### src/hw/rtl/fctld_pkg.sv
`timescale 1ns / 1ps
// Shared constants, codes and controller/datapath interface types for the
// front-coded term-list decoder. No dependencies.
package fctld_pkg;

    localparam int VALUE_BITS   = 32;
    localparam int MAX_TERM_LEN = 255;
    localparam int VGROUPS      = (VALUE_BITS + 6) / 7;
    localparam int GROUP_W      = $clog2(VGROUPS + 1);
    localparam int SHIFT_W      = $clog2(7 * VGROUPS + 1);
    localparam int TDATA_W      = 56;
    localparam int TUSER_W      = 5;

    localparam logic [7:0] CONT_MASK    = 8'h80;
    localparam logic [7:0] PAYLOAD_MASK = 8'h7f;

    localparam logic [1:0] KIND_LSIZE  = 2'd0;
    localparam logic [1:0] KIND_DOCLEN = 2'd1;
    localparam logic [1:0] KIND_HEAD   = 2'd2;
    localparam logic [1:0] KIND_SUFFIX = 2'd3;

    localparam logic [1:0] FAULT_NONE  = 2'd0;
    localparam logic [1:0] FAULT_SHORT = 2'd1;
    localparam logic [1:0] FAULT_OVF   = 2'd2;
    localparam logic [1:0] FAULT_LONG  = 2'd3;

    localparam logic [2:0] OSEL_FAULT  = 3'd0;
    localparam logic [2:0] OSEL_EMPTY  = 3'd1;
    localparam logic [2:0] OSEL_LSIZE  = 3'd2;
    localparam logic [2:0] OSEL_DOCLEN = 3'd3;
    localparam logic [2:0] OSEL_HEAD   = 3'd4;
    localparam logic [2:0] OSEL_SUFFIX = 3'd5;

    typedef struct packed {
        logic       out_load;
        logic [2:0] osel;
        logic [1:0] kind;
        logic [1:0] fault;
        logic       vi_feed;
        logic       skip_from_hdr;
        logic       skip_from_vi;
        logic       skip_dec;
        logic       wdf_load;
        logic       term_from_byte;
        logic       term_clear;
        logic       div_start;
        logic       head_commit;
        logic       suffix_step;
        logic       rec_clear;
    } dp_cmd_t;

    typedef struct packed {
        logic hdr_slot;
        logic hdr_len_zero;
        logic byte_zero;
        logic vi_done;
        logic vi_ovf;
        logic vi_zero;
        logic vi_max;
        logic skip_last;
        logic have_term;
        logic reuse_packed;
        logic too_long;
        logic suffix_last;
        logic div_busy;
    } dp_status_t;

endpackage

### src/hw/rtl/front_coded_term_list_decoder.sv
`timescale 1ns / 1ps
// Top level of the front-coded term-list decoder: controller plus datapath.
// Depends on fctld_pkg, fctld_ctrl and fctld_dp.
//
// Takes one record byte per transfer and gives at most one result per byte:
// list size, document length, term head (kept prefix, wdf, append count) or
// suffix byte, with faults reported in place of the result. A reuse byte that
// packs the wdf gets its quotient and remainder from an eight-step restoring
// divider, and the input stalls while that divider runs. The result register
// frees as soon as the output side takes its transfer; the input also stalls
// while a result is still held and the output side is not ready.
module front_coded_term_list_decoder (
    input  logic                            clk,
    input  logic                            rst_n,
    input  logic                            s_tvalid,
    output logic                            s_tready,
    input  logic [7:0]                      s_tdata,   // in_byte
    input  logic                            s_tlast,   // record_end
    output logic                            m_tvalid,
    input  logic                            m_tready,
    output logic [fctld_pkg::TDATA_W-1:0]   m_tdata,   // value, keep_len, append_len, suffix_byte
    output logic [fctld_pkg::TUSER_W-1:0]   m_tuser,   // kind, term_done, fault
    output logic                            m_tlast    // list_done
);
    import fctld_pkg::*;

    dp_cmd_t    cmd;
    dp_status_t sts;

    fctld_ctrl u_ctrl (
        .clk      (clk),
        .rst_n    (rst_n),
        .s_tvalid (s_tvalid),
        .s_tready (s_tready),
        .s_tlast  (s_tlast),
        .m_tvalid (m_tvalid),
        .m_tready (m_tready),
        .sts      (sts),
        .cmd      (cmd)
    );

    fctld_dp u_dp (
        .clk     (clk),
        .rst_n   (rst_n),
        .s_tdata (s_tdata),
        .s_tlast (s_tlast),
        .cmd     (cmd),
        .sts     (sts),
        .m_tdata (m_tdata),
        .m_tuser (m_tuser),
        .m_tlast (m_tlast)
    );

endmodule

### src/hw/rtl/fctld_dp.sv
`timescale 1ns / 1ps
// Datapath: varint accumulator, skip and suffix counters, term length,
// reuse-byte divider and the output register. Depends on fctld_pkg.
module fctld_dp (
    input  logic                            clk,
    input  logic                            rst_n,
    input  logic [7:0]                      s_tdata,
    input  logic                            s_tlast,
    input  fctld_pkg::dp_cmd_t              cmd,
    output fctld_pkg::dp_status_t           sts,
    output logic [fctld_pkg::TDATA_W-1:0]   m_tdata,
    output logic [fctld_pkg::TUSER_W-1:0]   m_tuser,
    output logic                            m_tlast
);
    import fctld_pkg::*;

    logic [VALUE_BITS-1:0] acc_reg, acc_next, acc_fed;
    logic [GROUP_W-1:0]    grp_reg, grp_next;
    logic [VALUE_BITS-1:0] skip_reg, skip_next;
    logic [7:0]            term_len_reg, term_len_next;
    logic                  have_term_reg, have_term_next;
    logic [VALUE_BITS-1:0] pend_reg, pend_next;
    logic [7:0]            sfx_left_reg, sfx_left_next;

    logic                  div_busy_reg, div_busy_next;
    logic [2:0]            div_cnt_reg, div_cnt_next;
    logic [7:0]            dvd_reg, dvd_next;
    logic [7:0]            rem_reg, rem_next;
    logic [7:0]            quo_reg, quo_next;
    logic [8:0]            dsr_reg, dsr_next;

    logic [6:0]            payload;
    logic [SHIFT_W-1:0]    shamt;
    logic [VALUE_BITS+6:0] placed;
    logic                  in_range;
    logic [8:0]            trial;
    logic                  ge;
    logic [8:0]            trial_sub;
    logic [7:0]            quo_fin;
    logic [8:0]            len_sum;

    logic [VALUE_BITS-1:0] o_value;
    logic [7:0]            o_keep, o_app, o_sfx;
    logic                  o_tdone, o_ldone;

    assign payload  = s_tdata[6:0];
    assign shamt    = {grp_reg, 3'b000} - SHIFT_W'(grp_reg);
    assign placed   = (VALUE_BITS + 7)'(payload) << shamt;
    assign in_range = grp_reg < GROUP_W'(VGROUPS);
    assign acc_fed  = in_range ? (acc_reg | placed[VALUE_BITS-1:0]) : acc_reg;

    assign trial     = {rem_reg, dvd_reg[7]};
    assign ge        = trial >= dsr_reg;
    assign trial_sub = trial - dsr_reg;
    assign quo_fin   = {quo_reg[6:0], ge};
    assign len_sum   = {1'b0, term_len_reg} + {1'b0, s_tdata};

    always_comb
    begin
        sts.hdr_slot     = (s_tdata & CONT_MASK) != 8'h00;
        sts.hdr_len_zero = (s_tdata & PAYLOAD_MASK) == 8'h00;
        sts.byte_zero    = s_tdata == 8'h00;
        sts.vi_done      = (s_tdata & CONT_MASK) == 8'h00;
        sts.vi_ovf       = in_range ? (|placed[VALUE_BITS+6:VALUE_BITS]) : (payload != 7'd0);
        sts.vi_zero      = acc_fed == '0;
        sts.vi_max       = &acc_fed;
        sts.skip_last    = skip_reg <= VALUE_BITS'(1);
        sts.have_term    = have_term_reg;
        sts.reuse_packed = s_tdata > term_len_reg;
        sts.too_long     = len_sum > 9'(MAX_TERM_LEN);
        sts.suffix_last  = sfx_left_reg <= 8'd1;
        sts.div_busy     = div_busy_reg;
    end

    always_comb
    begin
        acc_next       = acc_reg;
        grp_next       = grp_reg;
        skip_next      = skip_reg;
        term_len_next  = term_len_reg;
        have_term_next = have_term_reg;
        pend_next      = pend_reg;
        sfx_left_next  = sfx_left_reg;
        div_busy_next  = div_busy_reg;
        div_cnt_next   = div_cnt_reg;
        dvd_next       = dvd_reg;
        rem_next       = rem_reg;
        quo_next       = quo_reg;
        dsr_next       = dsr_reg;

        if (cmd.vi_feed)
        begin
            if (sts.vi_done)
            begin
                acc_next = '0;
                grp_next = '0;
            end
            else
            begin
                acc_next = acc_fed;
                grp_next = in_range ? grp_reg + GROUP_W'(1) : grp_reg;
            end
        end
        if (cmd.skip_from_hdr)
            skip_next = VALUE_BITS'(s_tdata & PAYLOAD_MASK);
        if (cmd.skip_from_vi)
            skip_next = acc_fed;
        if (cmd.skip_dec && skip_reg != '0)
            skip_next = skip_reg - VALUE_BITS'(1);
        if (cmd.wdf_load)
            pend_next = acc_fed;
        if (cmd.term_clear)
            term_len_next = 8'd0;
        if (cmd.term_from_byte)
            term_len_next = s_tdata;
        if (cmd.div_start)
        begin
            div_busy_next = 1'b1;
            div_cnt_next  = 3'd0;
            dvd_next      = s_tdata;
            rem_next      = 8'd0;
            quo_next      = 8'd0;
            dsr_next      = {1'b0, term_len_reg} + 9'd1;
        end
        else if (div_busy_reg)
        begin
            dvd_next     = {dvd_reg[6:0], 1'b0};
            rem_next     = ge ? trial_sub[7:0] : trial[7:0];
            quo_next     = quo_fin;
            div_cnt_next = div_cnt_reg + 3'd1;
            if (div_cnt_reg == 3'd7)
            begin
                div_busy_next = 1'b0;
                term_len_next = ge ? trial_sub[7:0] : trial[7:0];
                pend_next     = VALUE_BITS'(quo_fin) - VALUE_BITS'(1);
            end
        end
        if (cmd.head_commit)
        begin
            if (sts.byte_zero)
                have_term_next = term_len_reg != 8'd0;
            else
                sfx_left_next = s_tdata;
        end
        if (cmd.suffix_step)
        begin
            if (sfx_left_reg != 8'd0)
                sfx_left_next = sfx_left_reg - 8'd1;
            term_len_next = term_len_reg + 8'd1;
            if (sts.suffix_last)
                have_term_next = 1'b1;
        end
        if (cmd.rec_clear)
        begin
            acc_next       = '0;
            grp_next       = '0;
            skip_next      = '0;
            term_len_next  = 8'd0;
            have_term_next = 1'b0;
            pend_next      = '0;
            sfx_left_next  = 8'd0;
            div_busy_next  = 1'b0;
        end
    end

    always_comb
    begin
        o_value = '0;
        o_keep  = 8'd0;
        o_app   = 8'd0;
        o_sfx   = 8'd0;
        o_tdone = 1'b0;
        o_ldone = 1'b0;
        case (cmd.osel)
            OSEL_EMPTY:
                o_ldone = 1'b1;
            OSEL_LSIZE:
                o_value = acc_fed + VALUE_BITS'(1);
            OSEL_DOCLEN:
            begin
                o_value = acc_fed;
                o_ldone = s_tlast;
            end
            OSEL_HEAD:
            begin
                o_value = pend_reg;
                o_keep  = term_len_reg;
                o_app   = s_tdata;
                o_tdone = sts.byte_zero;
                o_ldone = s_tlast && sts.byte_zero;
            end
            OSEL_SUFFIX:
            begin
                o_sfx   = s_tdata;
                o_tdone = sts.suffix_last;
                o_ldone = s_tlast && sts.suffix_last;
            end
            default:
                o_value = '0;
        endcase
    end

    always_ff @(posedge clk or negedge rst_n)
    begin
        if (!rst_n)
        begin
            acc_reg       <= '0;
            grp_reg       <= '0;
            skip_reg      <= '0;
            term_len_reg  <= 8'd0;
            have_term_reg <= 1'b0;
            pend_reg      <= '0;
            sfx_left_reg  <= 8'd0;
            div_busy_reg  <= 1'b0;
            div_cnt_reg   <= 3'd0;
        end
        else
        begin
            acc_reg       <= acc_next;
            grp_reg       <= grp_next;
            skip_reg      <= skip_next;
            term_len_reg  <= term_len_next;
            have_term_reg <= have_term_next;
            pend_reg      <= pend_next;
            sfx_left_reg  <= sfx_left_next;
            div_busy_reg  <= div_busy_next;
            div_cnt_reg   <= div_cnt_next;
        end
    end

    always_ff @(posedge clk)
    begin
        dvd_reg <= dvd_next;
        rem_reg <= rem_next;
        quo_reg <= quo_next;
        dsr_reg <= dsr_next;
        if (cmd.out_load)
        begin
            m_tdata <= {o_sfx, o_app, o_keep, o_value[31:0]};
            m_tuser <= {cmd.fault, o_tdone, cmd.kind};
            m_tlast <= o_ldone;
        end
    end

endmodule

### src/hw/rtl/fctld_ctrl.sv
`timescale 1ns / 1ps
// Controller: record parse state machine and stream handshakes; drives
// datapath commands from datapath status. Depends on fctld_pkg.
module fctld_ctrl (
    input  logic                  clk,
    input  logic                  rst_n,
    input  logic                  s_tvalid,
    output logic                  s_tready,
    input  logic                  s_tlast,
    output logic                  m_tvalid,
    input  logic                  m_tready,
    input  fctld_pkg::dp_status_t sts,
    output fctld_pkg::dp_cmd_t    cmd
);
    import fctld_pkg::*;

    localparam logic [3:0] PH_HEAD    = 4'd0;
    localparam logic [3:0] PH_SLOTLEN = 4'd1;
    localparam logic [3:0] PH_SKIP    = 4'd2;
    localparam logic [3:0] PH_LSIZE   = 4'd3;
    localparam logic [3:0] PH_DOCLEN  = 4'd4;
    localparam logic [3:0] PH_TERM    = 4'd5;
    localparam logic [3:0] PH_WDF     = 4'd6;
    localparam logic [3:0] PH_APPEND  = 4'd7;
    localparam logic [3:0] PH_SUFFIX  = 4'd8;
    localparam logic [3:0] PH_DEAD    = 4'd9;
    localparam logic [3:0] PH_DIV     = 4'd10;

    logic [3:0] phase_reg, phase_next;
    logic       m_tvalid_reg, m_tvalid_next;
    logic       accept;

    assign s_tready = (phase_reg != PH_DIV) && (!m_tvalid_reg || m_tready);
    assign accept   = s_tvalid && s_tready;
    assign m_tvalid = m_tvalid_reg;

    always_comb
    begin
        phase_next = phase_reg;
        cmd        = '0;
        if (accept)
        begin
            case (phase_reg)
                PH_HEAD:
                begin
                    if (sts.hdr_slot)
                    begin
                        phase_next        = sts.hdr_len_zero ? PH_SLOTLEN : PH_SKIP;
                        cmd.skip_from_hdr = !sts.hdr_len_zero;
                        if (s_tlast)
                        begin
                            cmd.out_load = 1'b1;
                            cmd.osel     = OSEL_FAULT;
                            cmd.kind     = KIND_LSIZE;
                            cmd.fault    = FAULT_SHORT;
                        end
                    end
                    else
                    begin
                        phase_next = PH_LSIZE;
                        if (s_tlast)
                        begin
                            cmd.out_load = 1'b1;
                            cmd.osel     = OSEL_EMPTY;
                            cmd.kind     = KIND_LSIZE;
                        end
                    end
                end
                PH_SLOTLEN:
                begin
                    cmd.vi_feed = 1'b1;
                    if (sts.vi_ovf)
                    begin
                        cmd.out_load = 1'b1;
                        cmd.osel     = OSEL_FAULT;
                        cmd.kind     = KIND_LSIZE;
                        cmd.fault    = FAULT_OVF;
                        phase_next   = PH_DEAD;
                    end
                    else if (sts.vi_done && sts.vi_zero)
                    begin
                        phase_next = PH_LSIZE;
                        if (s_tlast)
                        begin
                            cmd.out_load = 1'b1;
                            cmd.osel     = OSEL_EMPTY;
                            cmd.kind     = KIND_LSIZE;
                        end
                    end
                    else
                    begin
                        if (sts.vi_done)
                        begin
                            cmd.skip_from_vi = 1'b1;
                            phase_next       = PH_SKIP;
                        end
                        if (s_tlast)
                        begin
                            cmd.out_load = 1'b1;
                            cmd.osel     = OSEL_FAULT;
                            cmd.kind     = KIND_LSIZE;
                            cmd.fault    = FAULT_SHORT;
                        end
                    end
                end
                PH_SKIP:
                begin
                    cmd.skip_dec = 1'b1;
                    if (sts.skip_last)
                    begin
                        phase_next = PH_LSIZE;
                        if (s_tlast)
                        begin
                            cmd.out_load = 1'b1;
                            cmd.osel     = OSEL_EMPTY;
                            cmd.kind     = KIND_LSIZE;
                        end
                    end
                    else if (s_tlast)
                    begin
                        cmd.out_load = 1'b1;
                        cmd.osel     = OSEL_FAULT;
                        cmd.kind     = KIND_LSIZE;
                        cmd.fault    = FAULT_SHORT;
                    end
                end
                PH_LSIZE:
                begin
                    cmd.vi_feed = 1'b1;
                    if (sts.vi_ovf || (sts.vi_done && sts.vi_max))
                    begin
                        cmd.out_load = 1'b1;
                        cmd.osel     = OSEL_FAULT;
                        cmd.kind     = KIND_LSIZE;
                        cmd.fault    = FAULT_OVF;
                        phase_next   = PH_DEAD;
                    end
                    else if (s_tlast)
                    begin
                        cmd.out_load = 1'b1;
                        cmd.osel     = OSEL_FAULT;
                        cmd.kind     = KIND_LSIZE;
                        cmd.fault    = FAULT_SHORT;
                    end
                    else if (sts.vi_done)
                    begin
                        cmd.out_load = 1'b1;
                        cmd.osel     = OSEL_LSIZE;
                        cmd.kind     = KIND_LSIZE;
                        phase_next   = PH_DOCLEN;
                    end
                end
                PH_DOCLEN:
                begin
                    cmd.vi_feed = 1'b1;
                    if (sts.vi_ovf)
                    begin
                        cmd.out_load = 1'b1;
                        cmd.osel     = OSEL_FAULT;
                        cmd.kind     = KIND_DOCLEN;
                        cmd.fault    = FAULT_OVF;
                        phase_next   = PH_DEAD;
                    end
                    else if (sts.vi_done)
                    begin
                        cmd.out_load = 1'b1;
                        cmd.osel     = OSEL_DOCLEN;
                        cmd.kind     = KIND_DOCLEN;
                        phase_next   = PH_TERM;
                    end
                    else if (s_tlast)
                    begin
                        cmd.out_load = 1'b1;
                        cmd.osel     = OSEL_FAULT;
                        cmd.kind     = KIND_DOCLEN;
                        cmd.fault    = FAULT_SHORT;
                    end
                end
                PH_TERM, PH_WDF:
                begin
                    if (phase_reg == PH_TERM && sts.have_term)
                    begin
                        if (s_tlast)
                        begin
                            cmd.out_load = 1'b1;
                            cmd.osel     = OSEL_FAULT;
                            cmd.kind     = KIND_HEAD;
                            cmd.fault    = FAULT_SHORT;
                        end
                        else if (sts.reuse_packed)
                        begin
                            cmd.div_start = 1'b1;
                            phase_next    = PH_DIV;
                        end
                        else
                        begin
                            cmd.term_from_byte = 1'b1;
                            phase_next         = PH_WDF;
                        end
                    end
                    else
                    begin
                        cmd.term_clear = (phase_reg == PH_TERM);
                        cmd.vi_feed    = 1'b1;
                        phase_next     = PH_WDF;
                        if (sts.vi_ovf)
                        begin
                            cmd.out_load = 1'b1;
                            cmd.osel     = OSEL_FAULT;
                            cmd.kind     = KIND_HEAD;
                            cmd.fault    = FAULT_OVF;
                            phase_next   = PH_DEAD;
                        end
                        else
                        begin
                            if (sts.vi_done)
                            begin
                                cmd.wdf_load = 1'b1;
                                phase_next   = PH_APPEND;
                            end
                            if (s_tlast)
                            begin
                                cmd.out_load = 1'b1;
                                cmd.osel     = OSEL_FAULT;
                                cmd.kind     = KIND_HEAD;
                                cmd.fault    = FAULT_SHORT;
                            end
                        end
                    end
                end
                PH_APPEND:
                begin
                    if (sts.too_long)
                    begin
                        cmd.out_load = 1'b1;
                        cmd.osel     = OSEL_FAULT;
                        cmd.kind     = KIND_HEAD;
                        cmd.fault    = FAULT_LONG;
                        phase_next   = PH_DEAD;
                    end
                    else if (!sts.byte_zero && s_tlast)
                    begin
                        cmd.out_load = 1'b1;
                        cmd.osel     = OSEL_FAULT;
                        cmd.kind     = KIND_HEAD;
                        cmd.fault    = FAULT_SHORT;
                    end
                    else
                    begin
                        cmd.out_load    = 1'b1;
                        cmd.osel        = OSEL_HEAD;
                        cmd.kind        = KIND_HEAD;
                        cmd.head_commit = 1'b1;
                        phase_next      = sts.byte_zero ? PH_TERM : PH_SUFFIX;
                    end
                end
                PH_SUFFIX:
                begin
                    if (!sts.suffix_last && s_tlast)
                    begin
                        cmd.out_load = 1'b1;
                        cmd.osel     = OSEL_FAULT;
                        cmd.kind     = KIND_SUFFIX;
                        cmd.fault    = FAULT_SHORT;
                    end
                    else
                    begin
                        cmd.out_load    = 1'b1;
                        cmd.osel        = OSEL_SUFFIX;
                        cmd.kind        = KIND_SUFFIX;
                        cmd.suffix_step = 1'b1;
                        if (sts.suffix_last)
                            phase_next = PH_TERM;
                    end
                end
                default:
                    phase_next = phase_reg;
            endcase
            if (s_tlast)
            begin
                phase_next    = PH_HEAD;
                cmd.rec_clear = 1'b1;
            end
        end
        else if (phase_reg == PH_DIV && !sts.div_busy)
        begin
            phase_next = PH_APPEND;
        end
    end

    always_comb
    begin
        if (cmd.out_load)
            m_tvalid_next = 1'b1;
        else if (m_tready)
            m_tvalid_next = 1'b0;
        else
            m_tvalid_next = m_tvalid_reg;
    end

    always_ff @(posedge clk or negedge rst_n)
    begin
        if (!rst_n)
        begin
            phase_reg    <= PH_HEAD;
            m_tvalid_reg <= 1'b0;
        end
        else
        begin
            phase_reg    <= phase_next;
            m_tvalid_reg <= m_tvalid_next;
        end
    end

    a_no_take_in_div: assert property (@(posedge clk) disable iff (!rst_n)
        phase_reg == PH_DIV |-> !s_tready)
        else $error("byte taken while divider runs");

    a_end_to_head: assert property (@(posedge clk) disable iff (!rst_n)
        accept && s_tlast |=> phase_reg == PH_HEAD)
        else $error("record end did not return to header");

    a_load_on_accept: assert property (@(posedge clk) disable iff (!rst_n)
        cmd.out_load |-> accept && (!m_tvalid_reg || m_tready))
        else $error("result loaded without a byte transfer");

    a_div_exit: assert property (@(posedge clk) disable iff (!rst_n)
        phase_reg == PH_DIV && !sts.div_busy |=> phase_reg == PH_APPEND)
        else $error("divider finish did not advance to append count");

endmodule
### config.mk
export PLATFORM = sky130hd
export DESIGN_NAME = front_coded_term_list_decoder
export DESIGN_NICKNAME = d
export VERILOG_FILES = /design/src/hw/rtl/fctld_pkg.sv /design/src/hw/rtl/front_coded_term_list_decoder.sv /design/src/hw/rtl/fctld_dp.sv /design/src/hw/rtl/fctld_ctrl.sv
export SDC_FILE = /design/constraint.sdc
export NUM_CORES = 1
export LEC_CHECK = 0
export BUFFER_PORTS_ARGS = -buffer_cell sky130_fd_sc_hd__buf_2
export CAP_MARGIN = 20
export CORE_MARGIN = 2
export CORE_UTILIZATION = 40
export CTS_BUF_LIST = sky130_fd_sc_hd__clkbuf_4 sky130_fd_sc_hd__clkbuf_8
export CTS_CLUSTER_SIZE = 25
export DETAILED_ROUTE_END_ITERATION = 6
export PLACE_DENSITY_LB_ADDON = 0.25
export SETUP_SLACK_MARGIN = 0.02
export SLEW_MARGIN = 25
export SYNTH_ARGS = -nofsm -noshare
export SYNTH_HDL_FRONTEND = slang
export SYNTH_SLANG_ARGS = --single-unit
### constraint.sdc
create_clock -name clk -period 13.53 [get_ports clk]
set_input_delay 4.059 -clock clk [delete_from_list [all_inputs] [get_ports clk]]
set_output_delay 4.059 -clock clk [all_outputs]
set_load 0.02 [all_outputs]
== Word-level counts from Yosys, hierarchy flattened ==
Cells that the tools add are included.

* $add $sub $neg: 11
* Muxes and demuxes: 124
* Reductions and logical operators: 39
* Order comparisons: 6
* Equal/unequal tests: 24
* Shift-type cells: 1
* Bitwise operators: 1

{| class="wikitable"
|+ Operator list
! cell !! count
|-
| 32-bit 2-to-1 mux || 13
|-
| 8-bit 2-to-1 mux || 23
|-
| 32-bit one-hot mux with 3 select lines || 1
|-
| 4-bit 2-to-1 mux || 21
|-
| 8-bit one-hot mux with 8 select lines || 1
|-
| 6-bit 2-to-1 mux || 7
|-
| 1-bit 2-to-1 mux || 39
|-
| 7-bit by 6-bit << shifter with 39-bit output || 1
|-
| 32-bit by 1-bit adder with 32-bit output (second input constant) || 1
|-
| 32-bit by 1-bit <= comparator with 1-bit output (second input constant) || 1
|-
| 32-bit logical NOT || 1
|-
| 32-bit OR || 1
|-
| 4-bit one-hot mux with 8 select lines || 1
|-
| 32-bit AND reduction || 1
|-
| 32-bit nonzero test || 1
|-
| 32-bit by 1-bit subtractor with 32-bit output (second input constant) || 1
|-
| 8-bit logical NOT || 3
|-
| 19-bit 2-to-1 mux || 1
|-
| 3-bit 2-to-1 mux || 6
|-
| 4-bit by 3-bit == test with 1-bit output (second input constant) || 4
|-
| 8-bit nonzero test || 2
|-
| 4-bit != test (second input constant) || 3
|-
| 1-bit logical AND || 11
|-
| 2-bit 2-to-1 mux || 5
|-
| other kinds (41) || 57
|}

* Bits in registers: 219
* Bits of input ports: 13
* Word-level logic and storage cells: 227
* Output and inout port bits: 64

== Depth between registers and ports, before layout ==
Gate-level depths: netlist of run 1.

* Depth in word-level cells: 17
* Depth in mapped cells: 23
* Mapped depth without buffers: 16

== Hierarchy ==
A second synthesis of run 1 with hierarchy kept.

* Cell total of the unflattened synthesis: 1506
* Area total of the unflattened synthesis: 13530.5 µm²

{| class="wikitable"
|+ By module, submodules not included
! module !! instances !! cells each !! seq. area each (µm²) !! area each (µm²)
|-
| fctld_dp || 1 || 1361 || 5675.4 || 12512.0
|-
| fctld_ctrl || 1 || 145 || 125.1 || 1018.5
|}

== Worst setup path after synthesis of run 1 ==
OpenSTA, ideal clock, no wires.

* Kind: in2reg
* From: input port s_tdata[5]
* To: register u_dp.m_tdata[0] (netlist name) (enable)
* Library setup time: 0.482 ns
* Buffers on the path: 1
* Setup slack: 4.874 ns
* Arrival time: 8.174 ns
* Required time: 13.048 ns
* Stages on the path: 10
* Cells stage by stage: clkbuf_1 > mux2i_1 > a22oi_1 > nor4_1 > a21o_1 > nor3_1 > o31ai_1 > o21ai_0 > nor3_1 > nor2_1

{| class="wikitable"
|+ RTL lines
! element !! line !! source
|-
| start: declaration || front_coded_term_list_decoder.sv:17 || <nowiki>input logic [7:0] s_tdata,</nowiki>
|-
| end signal: assignment || fctld_dp.sv:239 || <nowiki>m_tdata <= {o_sfx, o_app, o_keep, o_value[31:0]};</nowiki>
|-
| end: declaration || fctld_dp.sv:11 || <nowiki>output logic [fctld_pkg::TDATA_W-1:0] m_tdata,</nowiki>
|}

== Worst setup path after layout of run 1 ==
* From: input port m_tready
* To: output port s_tready

* Cells in the longest elaborated chain, start to end: 2

{| class="wikitable"
|+ Ends and longest elaborated chain
! element !! line !! source
|-
| start: declaration || front_coded_term_list_decoder.sv:20 || <nowiki>input logic m_tready,</nowiki>
|-
| 1-bit logical OR || fctld_ctrl.sv:33 || <nowiki>assign s_tready = (phase_reg != PH_DIV) && (!m_tvalid_reg || m_tready);</nowiki>
|-
| 1-bit logical AND || fctld_ctrl.sv:33 ||
|-
| end: declaration || front_coded_term_list_decoder.sv:16 || <nowiki>output logic s_tready,</nowiki>
|}

No other way between the ends.

==> results.json, run 1 <==
{
  "synth.avg_cell_area_um2": 9.238,
  "pre_cts_slack_ps": 4739,
  "grt_pass1_vias": 11660,
  "coreArea_um2": 33620,
  "grt_use_total_pct": 23.90,
  "slew_viol_final": 0,
  "fmax_ghz": 0.1138,
  "ys_ff_latch": 219,
  "relSlewSlack_pct": 34.49,
  "crit_arrival_ps": 4730,
  "dieArea_um2": 35630,
  "dr.pass1.iters": 5,
  "hp-class": "register to register",
  "synth-simple-area-share_pct": 18.32,
  "setup_slack_ps": 4745,
  "grt_antenna_before_repair": 1,
  "critPathLaunchType": "input port",
  "crit_type": "input port to output port",
  "drc": 0,
  "drt_iter0_drc": 1579,
  "finClkSkew_ps": 37.97,
  "regMostFlops": "u_dp.m_tdata",
  "totalWireLength_mm": 42.46,
  "cp_top_family": "simple AND/OR/NAND/NOR gates",
  "p_leak_nw": 6.090,
  "ant_nets": 0,
  "clkLatencyLatePin_ps": 580,
  "final_cell_mix": "153 x nand2_1, 124 x dfrtp_1, 123 x nor2_1, 108 x a21oi_1, 79 x edfxtp_1",
  "yosysSeqAreaShare_pct": 42.48,
  "synth-compound-area-share_pct": 22.36,
  "cpPeakStageDelay_ps": 210,
  "setup_tns_ps": 0,
  "post_drt_via_cell_ratio": 6.084,
  "holdWs_ps": 496.0,
  "fp-row-count": 67,
  "maxCapViolations": 0,
  "grt.overflow.total": 0,
  "crit_buf_inv": 2,
  "synthesis.instances": 1478,
  "final_common_cell": "nand2_1",
  "required_ps": 9470,
  "synth.area.mux_share_pct": 4.545,
  "cts_resized": 0,
  "rsz0062_at_grt": "no",
  "drive_gt1_share_pct": 14.96,
  "placed_cell_area_um2": 14390,
  "postCtsHoldBufs": 0,
  "fin_crit_sh_pct": 64.93,
  "cp_common_cell": "buf_2",
  "stdcell_count": 1999,
  "netlist_area_um2": 13650,
  "setup_violations": 0,
  "fin_total_pwr_mw": 3.237,
  "pwr_density_cell_nw_per_um2": 211.2,
  "io_buffers": 76,
  "h-tree-depth": 2,
  "startpoint": "m_tready",
  "dr_total_vias": 12160,
  "cts_setup_buffers": 0,
  "finalInstanceArea_um2": 15330,
  "cts_tree": "built",
  "fp.dieW_um": 188.8,
  "clockBufferDepth": 3,
  "critPathCaptureType": "output port",
  "fin_util_pct": 45.60,
  "synth_nets": 1530,
  "critPathSlowestCell": "and2_1",
  "numCtsBuffers": 39,
  "ys_types": 85,
  "ir_worst_vdd_v": 0.0001099,
  "cp_cell_sequence": "buf_2 -> nand2b_1 -> and2_1 -> buf_2",
  "path_clk_slew_ps": 70,
  "place_inst": 1927,
  "synth-edff-count": 79,
  "antenna_cells": 0,
  "start_util_pct": 40.62,
  "wire_per_inst_um": 21.24,
  "syn2layout_area_growth_pct": 12.27,
  "worst_pin_slew_ps": 982.6,
  "synth_ff_type": "dfrtp_1",
  "synth-warning-count": 0,
  "yosys.area_share.xor_xnor_pct": 3.528,
  "reg2reg_from": "u_dp.grp_reg[1]$_DFFE_PN0P_",
  "synthAdderAreaFrac_pct": 3.684,
  "grt_max_degree": 76,
  "fin_crit_ps": 8785,
  "async_reset_ff_share_pct": 57.08,
  "hpwl_mm": 28.66,
  "root_buffer": "clkbuf_8",
  "grt_pass1_wl_mm": 67.54,
  "cts_sinks": 219,
  "cp_max_fo": 4,
  "die_h_um": 188.8,
  "hold_viol": 0,
  "status": "finished, final reports clean",
  "synth_top_family_by_area": "compound AO/OA/AOI/OAI gates",
  "gp_congestion": 0.9080,
  "pin_count": 77,
  "fin_nets": 1573,
  "largest_reg_flops": 56,
  "min_from": "u_dp.acc_reg[1]$_DFFE_PN0P_"
}
-- routing by layer --
metal	GRT usage [%]	up-vias	share of wire, %
li1	-	5588	-
met1	34.90	5903	45
met2	35.85	589	44
met3	4.507	79	8.3
met4	7.242	2	2.3
met5	0	-	0.042
-- cell families after synthesis --
family                     count (synthesis)
AOI/OAI and AO/OA                        444
xor gates and xnor gates                  55
adders and majority gates                 39
buffers and inverters                    163
DFF                                      219
muxes                                     55
and+or+nand+nor                          503
-- worst register-to-register path: cells and delay by family (launching register included) --
family                     cells  cell delay [ps]
and+or+nand+nor                7             1830
adders and majority gates      2              820
DFF                            1              820
AOI/OAI and AO/OA              3              750
buffers and inverters          3              620
muxes                          1              400
-- power by group --
group	switching (mW)	internal (mW)
combinational	1.01	0.464
sequential	0.132	0.893
clock	0.295	0.442
-- layout make-up --
cell class	count	area (um2)
clock buffers	54	680.7
clock inverters	17	235.2
fillers	3236	18290
inverters	61	229.0
multi-input cells	1096	7218
flip-flops and latches	219	5802
well taps	448	560.5
repair buffers	104	604.3
-- synthesized netlist by cell type, types with 7 or more instances --
library cell | count | area share [%]
nand2_1 | 153 | 4.2
dfrtp_1 | 125 | 23
nor2_1 | 125 | 3.4
a21oi_1 | 109 | 4.0
edfxtp_1 | 79 | 17
clkbuf_1 | 71 | 2.0
o21ai_0 | 71 | 2.6
inv_1 | 61 | 1.7
nor3_1 | 50 | 1.8
nand3_1 | 43 | 1.6
o211ai_1 | 38 | 2.1
ha_1 | 37 | 3.4
mux2i_1 | 35 | 2.6
o31ai_1 | 33 | 1.8
a22o_1 | 32 | 2.1
xnor2_1 | 31 | 2.0
xor2_1 | 24 | 1.5
a211oi_1 | 17 | 0.93
nor4_1 | 17 | 0.78
and2_1 | 16 | 0.73
mux2_2 | 16 | 1.3
dfxtp_1 | 15 | 2.2
a31oi_1 | 14 | 0.64
nor2b_1 | 13 | 0.60
o2111ai_1 | 13 | 0.83
o22ai_1 | 13 | 0.60
buf_2 | 12 | 0.44
o221ai_1 | 12 | 0.77
a32o_1 | 11 | 0.81
nand2b_1 | 11 | 0.50
nand4_1 | 10 | 0.46
or3_1 | 10 | 0.46
and3_1 | 9 | 0.41
o21a_1 | 9 | 0.49
buf_1 | 8 | 0.22
a21o_1 | 7 | 0.38
buf_6 | 7 | 0.58
or4_1 | 7 | 0.38
-- final timing paths --
check | to | slack (ps) | cells past startpoint
max | s_tready | 4750 | 4
min | u_dp.acc_reg[1]$_DFFE_PN0P_ | 500 | 2
max reg2reg | u_dp.m_tdata[1]$_DFFE_PP_ | 8040 | 16
min reg2reg | u_dp.acc_reg[1]$_DFFE_PN0P_ | 500 | 2
max in group asynchronous | u_dp.pend_reg[15]$_DFF_PN0_ | 8780 | 2
min in group asynchronous | u_dp.skip_reg[16]$_DFFE_PN0P_ | 3550 | 1
(Power assumes the default switching activity.)
==> run 2, diff against run 1 <==
clock period = 7.26 ns   (was 13.53 ns; I/O delays follow)
==> run 2 against run 1 <==
Power rose by 84%. Combinational power rose by 88%. Sequential cell count did not move. Count of clock-buffer cells in the layout rose by 7. Global-route usage rose by 0.63 points. Sequential power rose by 88%.
==> results.json, run 2 (same netlist as run 1, synthesis figures left out) <==
{
  "status": "finished, final reports clean",
  "hold_viol": 0,
  "power_frac_comb_pct": 46.8,
  "maxCapViolations": 0,
  "holdWs_ps": 498.9,
  "power_frac_seq_pct": 32.2,
  "hpwl_mm": 29.97,
  "post_drt_via_cell_ratio": 6.119,
  "numCtsBuffers": 40,
  "startpoint": "u_dp.grp_reg[1]$_DFFE_PN0P_",
  "cts_sinks": 219,
  "critPathLaunchType": "register",
  "drt_iter0_drc": 1432,
  "grt_pass1_vias": 11550,
  "cts_resized": 0,
  "swShare_pct": 45.61,
  "place_inst": 1932,
  "final_cell_mix": "153 x nand2_1, 125 x dfrtp_1, 123 x nor2_1, 109 x a21oi_1, 79 x edfxtp_1",
  "fp-row-count": 67,
  "clkLatencyLatePin_ps": 570,
  "start_util_pct": 40.62,
  "clockBufferDepth": 3,
  "p_leak_nw": 6.073,
  "dr_total_vias": 12260,
  "power_switching_mw": 2.713,
  "reg2reg_from": "u_dp.grp_reg[1]$_DFFE_PN0P_",
  "ff2ff_setup_slack_ps": 1410,
  "relSlewSlack_pct": 32.83,
  "fin_util_pct": 45.44,
  "io_buffers": 76,
  "fin_crit_sh_pct": 80.62,
  "cp_max_fo": 30,
  "pre_cts_slack_ps": 1187,
  "crit_arrival_ps": 6260,
  "required_ps": 7670,
  "grt_max_degree": 92,
  "rsz0062_at_grt": "no",
  "antenna_cells": 0,
  "cts_tree": "built",
  "root_buffer": "clkbuf_8",
  "postCtsHoldBufs": 0,
  "worst_pin_slew_ps": 1008,
  "critPathCapture": "u_dp.skip_reg[5]$_DFFE_PN0P_",
  "h-tree-depth": 2,
  "fmax_ghz": 0.1709,
  "pin_count": 77,
  "largest_reg_flops": 56,
  "clkPwrFrac_pct": 21.0,
  "regMostFlops": "u_dp.m_tdata",
  "grt_pass1_wl_mm": 68.70,
  "timing.rr.end": "u_dp.skip_reg[5]$_DFFE_PN0P_",
  "slew_viol_final": 0,
  "p_int_mw": 3.236,
  "path_clk_slew_ps": 60,
  "grt_antenna_before_repair": 0,
  "dieArea_um2": 35630,
  "ir_worst_vdd_v": 0.0001713,
  "critPathCaptureType": "register",
  "drc": 0,
  "coreArea_um2": 33620,
  "totalWireLength_mm": 43.79,
  "setup_slack_ps": 1407,
  "syn2layout_area_growth_pct": 11.88,
  "finClkSkew_ps": 31.02,
  "final_common_cell": "nand2_1",
  "fin_nets": 1578,
  "wire_per_inst_um": 21.85,
  "hp-class": "register to register",
  "dr.pass1.iters": 6,
  "cts_setup_buffers": 0,
  "setup_violations": 0,
  "grt_use_total_pct": 24.53,
  "drive_gt1_share_pct": 14.91,
  "setup_tns_ps": 0,
  "ant_nets": 0,
  "grt.overflow.total": 0,
  "die_h_um": 188.8,
  "pwr_density_cell_nw_per_um2": 389.4,
  "r2r_cells": 16,
  "fin_crit_ps": 5853,
  "crit_type": "register to register",
  "fp.dieW_um": 188.8,
  "gp_congestion": 0.9421,
  "stdcell_count": 2004
}
## run 2: area by class of cell
cell class / instances / area, um2
flip-flops and latches: 219 / 5801
repair buffers: 108 / 626.9
clock buffers: 61 / 764.5
inverters: 61 / 229.0
well taps: 448 / 560.5
multi-input cells: 1096 / 7214
clock inverters: 11 / 80.08
fillers: 3223 / 18340
## run 2: how the worst min path moves through the flow
stage,startpoint,endpoint,slack (ps),depth (start not counted)
finish,u_dp.acc_reg[1]$_DFFE_PN0P_,u_dp.acc_reg[1]$_DFFE_PN0P_,500,2
global route,u_dp.acc_reg[1]$_DFFE_PN0P_,u_dp.acc_reg[1]$_DFFE_PN0P_,510,2
CTS,u_dp.acc_reg[1]$_DFFE_PN0P_,u_dp.acc_reg[1]$_DFFE_PN0P_,490,2
detailed placement,u_dp.acc_reg[1]$_DFFE_PN0P_,u_dp.acc_reg[1]$_DFFE_PN0P_,480,2
global placement,u_dp.acc_reg[21]$_DFFE_PN0P_,u_dp.acc_reg[21]$_DFFE_PN0P_,470,2
floorplan,u_dp.acc_reg[21]$_DFFE_PN0P_,u_dp.acc_reg[21]$_DFFE_PN0P_,450,2
## run 2: stage by stage
stage | instance area [um2] | power (mW)
finish | 15280 | 5.949
floorplan | 13650 | 3.832
global route | 15280 | 6.282
global placement | 14420 | 4.624
CTS | 15280 | 5.922
detailed placement | 14430 | 4.650
## run 2: power by group through the flow
stage	sequential (mW)	combinational (mW)	clock, mW
after floorplan	2.02	1.81	0
after global placement	1.92	2.70	0
after detailed placement	1.92	2.73	0
after CTS	1.91	2.74	1.28
after global routing	1.96	2.99	1.34
final	1.92	2.78	1.25
## run 2: worst max-delay path, stage by stage (launching register included)
cell	delay, ps
dfrtp_1	860
inv_1	200
ha_1	1010
nor3b_2	240
a21o_1	300
inv_1	150
ha_1	160
nor4b_1	360
nand4_1	150
nor4_1	310
nand4_1	190
nor4_4	420
or4_1	720
buf_4	300
nor2_1	50
a21oi_1	160
o211ai_1	110
## run 2: per-layer routing
metal	vias to the layer above	global-route usage [%]	part of all wire (%)
li1	5601	-	-
met4	0	6.731	2.2
met3	68	4.973	7.7
met5	-	0	0
met2	523	37.05	44
met1	6071	35.64	46
